**config.mk**
```make
export PLATFORM = sky130hd
export DESIGN_NAME = solovay_strassen_round_core
export DESIGN_NICKNAME = d
export VERILOG_FILES = /design/src/hw/rtl/sspr_pkg.sv /design/src/hw/rtl/solovay_strassen_round_core.sv
export SDC_FILE = /design/constraint.sdc
export NUM_CORES = 2
export LEC_CHECK = 0
export BUFFER_PORTS_ARGS = -buffer_cell sky130_fd_sc_hd__buf_4
export CORE_UTILIZATION = 30
export CTS_BUF_LIST = sky130_fd_sc_hd__clkbuf_2
export DETAILED_ROUTE_END_ITERATION = 12
export GPL_ROUTABILITY_DRIVEN = 0
export SETUP_SLACK_MARGIN = 0.4
export SLEW_MARGIN = 10
export SYNTH_ARGS = -nofsm -noshare
export SYNTH_HDL_FRONTEND = slang
export SYNTH_SLANG_ARGS = --single-unit
```
**constraint.sdc**
```tcl
create_clock -name aclk -period 16.72 [get_ports aclk]
set_input_delay 0.836 -clock aclk [delete_from_list [all_inputs] [get_ports aclk]]
set_output_delay 0.836 -clock aclk [all_outputs]
set_load 0.1 [all_outputs]
```
**src/hw/rtl/sspr_pkg.sv**
```systemverilog
package sspr_pkg;

    localparam int unsigned WIDTH = 62;
    localparam int unsigned CNT_W = 7;

    typedef logic [WIDTH-1:0] word_t;

    typedef enum logic [2:0] {
        RSN_PASS     = 3'd0,
        RSN_TWO      = 3'd1,
        RSN_BELOW    = 3'd2,
        RSN_EVEN     = 3'd3,
        RSN_JZERO    = 3'd4,
        RSN_MISMATCH = 3'd5
    } reason_t;

endpackage

```
**src/hw/rtl/solovay_strassen_round_core.sv**
```systemverilog
// Channel | Dir | tdata fields (low bit up)             | tuser
// s_axis  | in  | candidate[61:0], witness[123:62]       | none
// m_axis  | out | composite[0], reason[3:1]              | none
//
// One beat is taken at a time; s_tready is low from acceptance until the result is taken.
// A candidate below three or an even one gives its result in the cycle after acceptance.
// The witness is reduced modulo the candidate bit-serially (ST_MOD_INIT, ST_MOD_STEP), as is each
// of up to about 1.5*WIDTH Jacobi remainders; each halving of the numerator is done in ST_JAC_EVEN.
// Each exponent bit squares the base, after multiplying it into the accumulator if the bit is set.
// Reset is synchronous and active low; a stalled result holds until m_tready is seen.
module solovay_strassen_round_core
    import sspr_pkg::*;
(
    input  logic         aclk,
    input  logic         aresetn,
    input  logic         s_tvalid,
    output logic         s_tready,
    input  logic [127:0] s_tdata,   // candidate[61:0], witness[123:62], zero pad
    output logic         m_tvalid,
    input  logic         m_tready,
    output logic [7:0]   m_tdata    // composite[0], reason[3:1], zero pad
);

    typedef enum logic [3:0] {
        ST_IDLE, ST_MOD_INIT, ST_MOD_STEP, ST_JAC_EVEN, ST_JAC_SWAP,
        ST_POW_NEXT, ST_MUL_STEP, ST_DONE, ST_OUT
    } state_t;

    typedef enum logic [1:0] {
        MR_WIT, MR_JAC
    } modsel_t;

    state_t      state_reg;
    modsel_t     msel_reg;
    word_t       n_reg, x_reg, m_reg, rem_reg, dvd_reg;
    word_t       base_reg, acc_reg, e_reg;
    word_t       mx_reg, my_reg, macc_reg;
    logic        mul_sq_reg;
    logic        sgn_reg;
    logic [CNT_W-1:0] cnt_reg;
    logic        comp_reg;
    reason_t     why_reg;
    logic        mvalid_reg;

    // Shared unit: a + b (+ dividend MSB in ST_MOD_STEP), less m once if that reaches m.
    word_t       su_a, su_b, su_m, su_out;

    always_comb begin
        su_a = '0;
        su_b = '0;
        su_m = n_reg;
        unique case (state_reg)
            ST_MOD_STEP: begin
                su_a = rem_reg;
                su_b = rem_reg;
                su_m = m_reg;
            end
            ST_MUL_STEP: begin
                su_a = macc_reg;
                su_b = my_reg[0] ? mx_reg : '0;
            end
            default: begin
            end
        endcase
    end

    always_comb begin
        logic [WIDTH:0] s1;
        s1 = {1'b0, su_a} + {1'b0, su_b};
        if (state_reg == ST_MOD_STEP) begin
            s1 = s1 | {{WIDTH{1'b0}}, dvd_reg[WIDTH-1]};
        end
        su_out = (s1 >= {1'b0, su_m}) ? WIDTH'(s1 - {1'b0, su_m}) : s1[WIDTH-1:0];
    end

    word_t dbl_x;
    logic [WIDTH:0] dbl_s;
    assign dbl_s = {mx_reg, 1'b0};
    assign dbl_x = (dbl_s >= {1'b0, n_reg}) ? WIDTH'(dbl_s - {1'b0, n_reg}) : mx_reg << 1;

    assign s_tready = (state_reg == ST_IDLE);
    assign m_tvalid = mvalid_reg;
    assign m_tdata  = {4'b0000, why_reg, comp_reg};

    always_ff @(posedge aclk) begin
        if (!aresetn) begin
            state_reg  <= ST_IDLE;
            mvalid_reg <= 1'b0;
        end else begin
            unique case (state_reg)
                ST_IDLE: begin
                    if (s_tvalid) begin
                        n_reg <= s_tdata[WIDTH-1:0];
                        dvd_reg <= s_tdata[62 +: WIDTH];
                        if (s_tdata[WIDTH-1:0] < word_t'(2)) begin
                            comp_reg <= 1'b1; why_reg <= RSN_BELOW; state_reg <= ST_OUT;
                            mvalid_reg <= 1'b1;
                        end else if (s_tdata[WIDTH-1:0] == word_t'(2)) begin
                            comp_reg <= 1'b0; why_reg <= RSN_TWO; state_reg <= ST_OUT;
                            mvalid_reg <= 1'b1;
                        end else if (!s_tdata[0]) begin
                            comp_reg <= 1'b1; why_reg <= RSN_EVEN; state_reg <= ST_OUT;
                            mvalid_reg <= 1'b1;
                        end else begin
                            m_reg <= s_tdata[WIDTH-1:0];
                            msel_reg <= MR_WIT;
                            sgn_reg <= 1'b0;
                            state_reg <= ST_MOD_INIT;
                        end
                    end
                end
                ST_MOD_INIT: begin
                    rem_reg <= '0;
                    cnt_reg <= CNT_W'(WIDTH);
                    state_reg <= ST_MOD_STEP;
                end
                ST_MOD_STEP: begin
                    rem_reg <= su_out;
                    dvd_reg <= dvd_reg << 1;
                    cnt_reg <= cnt_reg - 1'b1;
                    if (cnt_reg == CNT_W'(1)) begin
                        if (msel_reg == MR_WIT) begin
                            base_reg <= su_out;
                            x_reg <= su_out;
                        end else begin
                            x_reg <= su_out;
                        end
                        state_reg <= ST_JAC_EVEN;
                    end
                end
                ST_JAC_EVEN: begin
                    if (x_reg == '0) begin
                        if (m_reg == word_t'(1)) begin
                            acc_reg <= word_t'(1);
                            e_reg <= n_reg >> 1;
                            state_reg <= ST_POW_NEXT;
                        end else begin
                            comp_reg <= 1'b1; why_reg <= RSN_JZERO;
                            state_reg <= ST_OUT; mvalid_reg <= 1'b1;
                        end
                    end else if (!x_reg[0]) begin
                        x_reg <= x_reg >> 1;
                        if (m_reg[2:0] == 3'd3 || m_reg[2:0] == 3'd5) sgn_reg <= ~sgn_reg;
                    end else begin
                        state_reg <= ST_JAC_SWAP;
                    end
                end
                ST_JAC_SWAP: begin
                    if (x_reg[1:0] == 2'b11 && m_reg[1:0] == 2'b11) sgn_reg <= ~sgn_reg;
                    dvd_reg <= m_reg;
                    m_reg <= x_reg;
                    msel_reg <= MR_JAC;
                    state_reg <= ST_MOD_INIT;
                end
                ST_POW_NEXT: begin
                    if (e_reg == '0) begin
                        state_reg <= ST_DONE;
                    end else begin
                        macc_reg <= '0;
                        cnt_reg <= CNT_W'(WIDTH);
                        if (e_reg[0]) begin
                            mx_reg <= acc_reg; my_reg <= base_reg; mul_sq_reg <= 1'b0;
                        end else begin
                            mx_reg <= base_reg; my_reg <= base_reg; mul_sq_reg <= 1'b1;
                        end
                        state_reg <= ST_MUL_STEP;
                    end
                end
                ST_MUL_STEP: begin
                    if (cnt_reg == CNT_W'(1)) begin
                        if (!mul_sq_reg) begin
                            acc_reg <= su_out;
                            macc_reg <= '0;
                            mx_reg <= base_reg; my_reg <= base_reg; mul_sq_reg <= 1'b1;
                            cnt_reg <= CNT_W'(WIDTH);
                        end else begin
                            base_reg <= su_out;
                            e_reg <= e_reg >> 1;
                            state_reg <= ST_POW_NEXT;
                        end
                    end else begin
                        macc_reg <= su_out;
                        mx_reg <= dbl_x;
                        my_reg <= my_reg >> 1;
                        cnt_reg <= cnt_reg - 1'b1;
                    end
                end
                ST_DONE: begin
                    if (acc_reg == (sgn_reg ? n_reg - word_t'(1) : word_t'(1))) begin
                        comp_reg <= 1'b0; why_reg <= RSN_PASS;
                    end else begin
                        comp_reg <= 1'b1; why_reg <= RSN_MISMATCH;
                    end
                    mvalid_reg <= 1'b1;
                    state_reg <= ST_OUT;
                end
                ST_OUT: begin
                    if (m_tready) begin
                        mvalid_reg <= 1'b0;
                        state_reg <= ST_IDLE;
                    end
                end
                default: state_reg <= ST_IDLE;
            endcase
        end
    end

    a_ready_vs_valid: assert property (@(posedge aclk) disable iff (!aresetn)
        !(s_tready && m_tvalid)) else $error("input open while result pending");
    a_out_state: assert property (@(posedge aclk) disable iff (!aresetn)
        m_tvalid |-> state_reg == ST_OUT) else $error("result outside output state");
    a_pass_prime: assert property (@(posedge aclk) disable iff (!aresetn)
        m_tvalid |-> comp_reg == (why_reg != RSN_PASS && why_reg != RSN_TWO))
        else $error("composite flag disagrees with reason");

endmodule
```
Word level (Yosys, flattened, before mapping)
Cells that the tools add are included.
{"block": "word_totals", "inputBits": 132, "reg_bits": 702, "output_inout_bits": 10}
{"block": "op_classes", "n_reduce_logical": 33, "add_sub_neg": 5, "bitwise": 2, "n_lt_le_gt_ge": 3, "n_mux": 103, "n_eq_ne": 37}
{"op": "two-way mux 62 bit", "n": 34}
{"op": "case mux 62 bit (2 select lines)", "n": 11}
{"op": "case mux 62 bit (3 select lines)", "n": 1}
{"op": ">= comparator 63 x 62 -> 1 bit", "n": 2}
{"op": "zero test 62 bit", "n": 2}
{"op": "subtractor 62 bit", "n": 2}
{"op": "adder 62 x 62 -> 63 bit", "n": 1}
{"op": "two-way mux 63 bit", "n": 1}
{"op": "bitwise OR 63 x 1 -> 63 bit", "n": 1}
{"op": "equality test 62 x 1 -> 1 bit, second input constant", "n": 1}
{"op": "equality test 62 x 2 -> 1 bit, second input constant", "n": 1}
{"op": "equality test 62 bit", "n": 1}
{"op": "less-than comparator 62 x 2 -> 1 bit, second input constant", "n": 1}
{"op": "subtractor 62 x 1 -> 62 bit, second input constant", "n": 1}
{"op": "two-way mux 4 bit", "n": 11}
{"op": "AND reduction 6 bit", "n": 7}
{"op": "case mux 4 bit (9 select lines)", "n": 1}
{"op": "!= test 2 bit, second input constant", "n": 15}
{"op": "case mux 7 bit (4 select lines)", "n": 1}
{"op": "two-way mux 1 bit", "n": 23}
{"op": "two-way mux 3 bit", "n": 7}
{"op": "two-way mux 7 bit", "n": 3}
{"op": "equality test 4 x 3 -> 1 bit, second input constant", "n": 4}
{"op": "AND reduction 4 bit", "n": 4}
{"op": "29 further kinds", "n": 47}

Depth between registers and ports, before layout
{"block": "logic_depth", "ltp_word": 10, "mapped_depth": 33, "ltp_nobuf": 28}

Worst setup path after synthesis
No wires, ideal clock.
{"block": "synth_path", "path_type": "reg2reg", "startpoint": "reg cnt_reg[1]", "endpoint": "reg base_reg[0] (enable)", "n_path_buf": 1, "period_less_slack_ns": 11.551, "setup_ns": 0.814, "path_slack_ns": 5.169, "t_arrival_ns": 10.738, "required_time_ns": 15.906, "stages_incl_launch_ff": 7, "path_cell_list": "edfxtp_1 -> inv_1 -> ha_1 -> and4b_1 -> clkbuf_1 -> o21ai_0 -> a2111oi_0"}
{"block": "synth_between", "elab_chain_len": 3, "word_cells_on_any_way": 4, "cone_classes": "eq/ne (3); reduce/logical (1)"}
{"item": "start, declared", "line_no": "solovay_strassen_round_core.sv:40", "text": "logic [CNT_W-1:0] cnt_reg;"}
{"item": "start signal, assigned", "line_no": "solovay_strassen_round_core.sv:114", "text": "cnt_reg <= CNT_W'(WIDTH);"}
{"item": "start signal, assigned", "line_no": "solovay_strassen_round_core.sv:120", "text": "cnt_reg <= cnt_reg - 1'b1;"}
{"item": "start signal, assigned", "line_no": "solovay_strassen_round_core.sv:160", "text": "cnt_reg <= CNT_W'(WIDTH);"}
{"item": "equality test 7 x 1 -> 1 bit *", "line_no": "solovay_strassen_round_core.sv:121, solovay_strassen_round_core.sv:170"}
{"item": "!= test 2 bit (no source line) / != test 2 x 1 -> 1 bit (equally long branches)"}
{"item": "AND reduction 6 bit (no source line) *"}
{"item": "end signal, assigned", "line_no": "solovay_strassen_round_core.sv:123", "text": "base_reg <= su_out;"}
{"item": "end signal, assigned", "line_no": "solovay_strassen_round_core.sv:177", "text": "base_reg <= su_out;"}
{"item": "end, declared", "line_no": "solovay_strassen_round_core.sv:36", "text": "word_t base_reg, acc_reg, e_reg;"}
Every way passes the cells marked *; elsewhere a longest branch is shown, timed or not.
A chain may end at the register's enable or synchronous reset.

Worst setup path after layout
{"block": "layout_path", "startpoint": "reg state_reg[1]", "endpoint": "reg x_reg[31] (data pin)"}
{"block": "layout_between", "elab_chain_len": 9, "word_cells_on_any_way": 14, "cone_classes": "add/sub (2); order compare (1); eq/ne (3); mux (7); bitwise (1)"}
{"item": "start, declared", "line_no": "solovay_strassen_round_core.sv:33", "text": "state_t state_reg;"}
{"item": "start signal, assigned", "line_no": "solovay_strassen_round_core.sv:87", "text": "state_reg <= ST_IDLE;"}
{"item": "start signal, assigned", "line_no": "solovay_strassen_round_core.sv:96", "text": "comp_reg <= 1'b1; why_reg <= RSN_BELOW; state_reg <= ST_OUT;"}
{"item": "start signal, assigned", "line_no": "solovay_strassen_round_core.sv:99", "text": "comp_reg <= 1'b0; why_reg <= RSN_TWO; state_reg <= ST_OUT;"}
{"item": "equality test 4 x 3 -> 1 bit / equality test 4 x 2 -> 1 bit (equally long branches)", "line_no": "solovay_strassen_round_core.sv:52, solovay_strassen_round_core.sv:70, solovay_strassen_round_core.sv:90"}
{"item": "case mux 62 bit (2 select lines)", "line_no": "solovay_strassen_round_core.sv:52", "text": "unique case (state_reg)"}
{"item": "adder 62 x 62 -> 63 bit", "line_no": "solovay_strassen_round_core.sv:69", "text": "s1 = {1'b0, su_a} + {1'b0, su_b};"}
{"item": "bitwise OR 63 x 1 -> 63 bit", "line_no": "solovay_strassen_round_core.sv:71", "text": "s1 = s1 | {{WIDTH{1'b0}}, dvd_reg[WIDTH-1]};"}
{"item": "two-way mux 63 bit", "line_no": "solovay_strassen_round_core.sv:70", "text": "if (state_reg == ST_MOD_STEP) begin"}
{"item": "subtractor 62 bit / >= comparator 63 x 62 -> 1 bit (equally long branches)", "line_no": "solovay_strassen_round_core.sv:73", "text": "su_out = (s1 >= {1'b0, su_m}) ? WIDTH'(s1 - {1'b0, su_m}) : s1[WIDTH-1:0];"}
{"item": "two-way mux 62 bit", "line_no": "solovay_strassen_round_core.sv:73"}
{"item": "two-way mux 62 bit", "line_no": "solovay_strassen_round_core.sv:121", "text": "if (cnt_reg == CNT_W'(1)) begin"}
{"item": "case mux 62 bit (2 select lines) *", "line_no": "solovay_strassen_round_core.sv:90", "text": "unique case (state_reg)"}
{"item": "end signal, assigned", "line_no": "solovay_strassen_round_core.sv:124", "text": "x_reg <= su_out;"}
{"item": "end signal, assigned", "line_no": "solovay_strassen_round_core.sv:126", "text": "x_reg <= su_out;"}
{"item": "end signal, assigned", "line_no": "solovay_strassen_round_core.sv:142", "text": "x_reg <= x_reg >> 1;"}
{"item": "end, declared", "line_no": "solovay_strassen_round_core.sv:35", "text": "word_t n_reg, x_reg, m_reg, rem_reg, dvd_reg;"}
Every way passes the cells marked *; elsewhere a longest branch is shown, timed or not. The select of a mux whose other input is x is not followed.

==> flow_metrics.tcl <==
set metrics [dict create \
    status "complete, no violations" \
    h-tree-depth 4 \
    cts_num_sinks 700 \
    p_per_area_nw_per_um2 149 \
    die_h_um 392 \
    leakagePower_nw 20.4 \
    worstPathMaxFanout 73 \
    cts_resized 0 \
    dpl.cell_count 6685 \
    finClkSkew_ps 118 \
    vias_per_cell 5.56 \
    internal_power_w 0.00412 \
    drive_above_1_share_pct 11.2 \
    final_common_cell "edfxtp_1" \
    fp-row-count 142 \
    cts_hold_buffers 244 \
    finalCriticalPeriod_ps 10660 \
    routed_wl_mm 167 \
    core_area_sq_um 150000 \
    cts.path.max_buffers 3 \
    pwr-share-seq_pct 31.4 \
    async_flop_share_pct 0 \
    die_area_sq_um 153000 \
    overflow 0 \
    final_cell_mix "edfxtp_1, nand2_1, nor2_1, o21ai_0, a21oi_1" \
    gr-usage-met1_pct 28.2 \
    drc 0 \
    worstMarginPinSlew_ps 1170 \
    rrSetupSlack_ps 6060 \
    slew_headroom_pct 21.5 \
    min_from "s_tdata[0]" \
    use_met3_pct 4.25 \
    p_comb_share_pct 53.1 \
    fin_setup_tns_ps 0 \
    ys.flop_type "edfxtp_1" \
    max-cap-violations 0 \
    yosysTopAreaCellShare_pct 45.8 \
    dr.pass1.iters 6 \
    cts_buffers 168 \
    stdcell_count 7236 \
    reg2reg_to "x_reg[31]" \
    ant_nets 0 \
    synth_edf_count 695 \
    synth.distinct_cells 88 \
    worstSkewPairLatency_ps 1590 \
    syn_area_sq_um 45600 \
    required_ps 17940 \
    busiest_layer "met2" \
    hpwl_mm 124 \
    finalMaxSlewViolations 0 \
    io_buffers 133 \
    crit_path_end_kind "register" \
    syn_to_final_growth_pct 15.6 \
    grt_antenna_before_repair 9 \
    synthTopCellsByArea "edfxtp_1, ha_1, nand2_1" \
    hold_viol_final 0 \
    start_util_pct 30.3 \
    gr-usage-all-layers_pct 21.1 \
    use_met2_pct 31.9 \
    start_kind "register" \
    clockPowerShare_pct 15.5 \
    routedWlPerCell_um 23.1 \
    grt_pass1_vias 37500 \
    num-fill-cells 15300 \
    yosysSeqAreaShare_pct 46.0 \
    p_sw_w 0.00373 \
    synth_top_area_cell "edfxtp_1" \
    ios 142 \
    synthCells 4748 \
    crit_type "reg2reg" \
    yosysWarningCount 0 \
    worstReg2RegStart "state_reg[1]" \
    ys_ff_latch 700 \
    swShare_pct 47.5 \
    worstHoldPathType "in2reg" \
    critPathArrivalTime_ps 11880 \
    drtIter0Drc 4583 \
    hold-path-endpoint "n_reg[0]" \
    rr_worst_depth 27 \
    num-nets-final 5407 \
    clk_pin_slew_ps 110 \
    peakVddDrop_mv 0.138 \
    setup_violations 0 \
    grt_pass1_wl_mm 241 \
    grt_start_max_net_pins 153 \
    die_w_um 392 \
    fin_crit_sh_pct 63.8 \
    post_synth.cell_area_avg_sq_um 9.60 \
    max_freq_ghz 0.0938 \
    holdPathStages 2 \
    cts_tree "yes" \
    post_cts_buffers 0 \
    rsz0062_at_grt "no" \
    cts_root_buffer "clkbuf_2" \
    num_vias 40300 \
]
## cells by family after synthesis
group	synth area share, %
XOR/XNOR	4.51
AND/OR/NAND/NOR	17.5
adder cells (fa/ha/maj)	5.32
other	0.00823
AO/OA/AOI/OAI	17.8
flip-flops	46.0
buffers and inverters	3.91
multiplexers	4.94
## how the worst max path moves through the flow
stage	from	end	slack, ps	cells past startpoint
floorplan	cnt_reg[1]	base_reg[0]	5170	6
global placement	state_reg[1]	x_reg[31]	6650	27
detailed placement	state_reg[1]	x_reg[31]	6630	27
global route	state_reg[1]	x_reg[31]	6000	27
finish	state_reg[1]	x_reg[31]	6060	27
CTS	state_reg[1]	x_reg[31]	6560	27
## synth_stat cells, drive strengths merged (68+ instances only)
master	number
xor2	72
edfxtp	695
nor4	103
inv	195
xnor2	142
ha	189
mux2i	155
o21ai	329
nand4	69
a21o	100
nand2	581
nor2	493
clkbuf	231
nand3b	68
a22o	68
nand3	68
a22oi	115
a21oi	328
## routing by layer
metal  wire length [um]  vias to the layer above
met3              15400                      356
li1                   -                    18400
met5                 12                        -
met4               9210                        2
met2              72400                     2123
met1              69900                    19400
## area by class of cell
class / count / area [sq um] / share of cell area [%]
clock buffers: 251 / 1260 / 2.38
diodes: 10 / 25.0 / 0.0475
inverters: 196 / 738 / 1.40
flip-flops and latches: 700 / 21000 / 39.8
repair buffers: 429 / 3860 / 7.32
clock inverters: 46 / 314 / 0.596
multi-input cells: 3588 / 23000 / 43.7
well taps: 2016 / 2520 / 4.79
## metrics by stage
stage                     hold WS [ps]  area, sq um  utilization, %  power, W  worst slack (ps)
final                              155        52700            35.1   0.00785              6060
after global routing              54.1        52700            35.0   0.00827              6000
after CTS                        0.115        52700            35.0   0.00773              6560
after detailed placement           492        48700            32.4   0.00646              6630
after global placement             487        48700            32.4   0.00640              6650
after floorplan                    484        45600               -   0.00524              5170
## power groups by stage
stage                     logic, W  registers, W  clock network (W)
final                      0.00417       0.00246            0.00121
after global placement     0.00391       0.00249                  0
after global routing       0.00449       0.00248            0.00131
after detailed placement   0.00396       0.00250                  0
after CTS                  0.00403       0.00246            0.00124
after floorplan            0.00279       0.00245                  0
## critical path, stage by stage, from the launching register on
cell and delay (ps):
dfxtp_1 680, nand2b_1 160, nor2_1 330, and3_2 250, buf_4 620, a22o_1 270, ha_1 310, and3_1 220
a211o_1 300, o31ai_1 550, a21oi_1 260, a31oi_1 310, o21ai_0 140, buf_4 180, a221oi_1 810, xnor2_1 250
ha_1 480, nand4_1 530, nor4_1 450, nand3_1 300, nor4_1 680, a211oi_1 90, and2_1 170, nand4b_1 170
a21oi_4 120, buf_4 440, o21ai_0 1000, o21ai_0 160
Power figures use the tool's default switching activity.
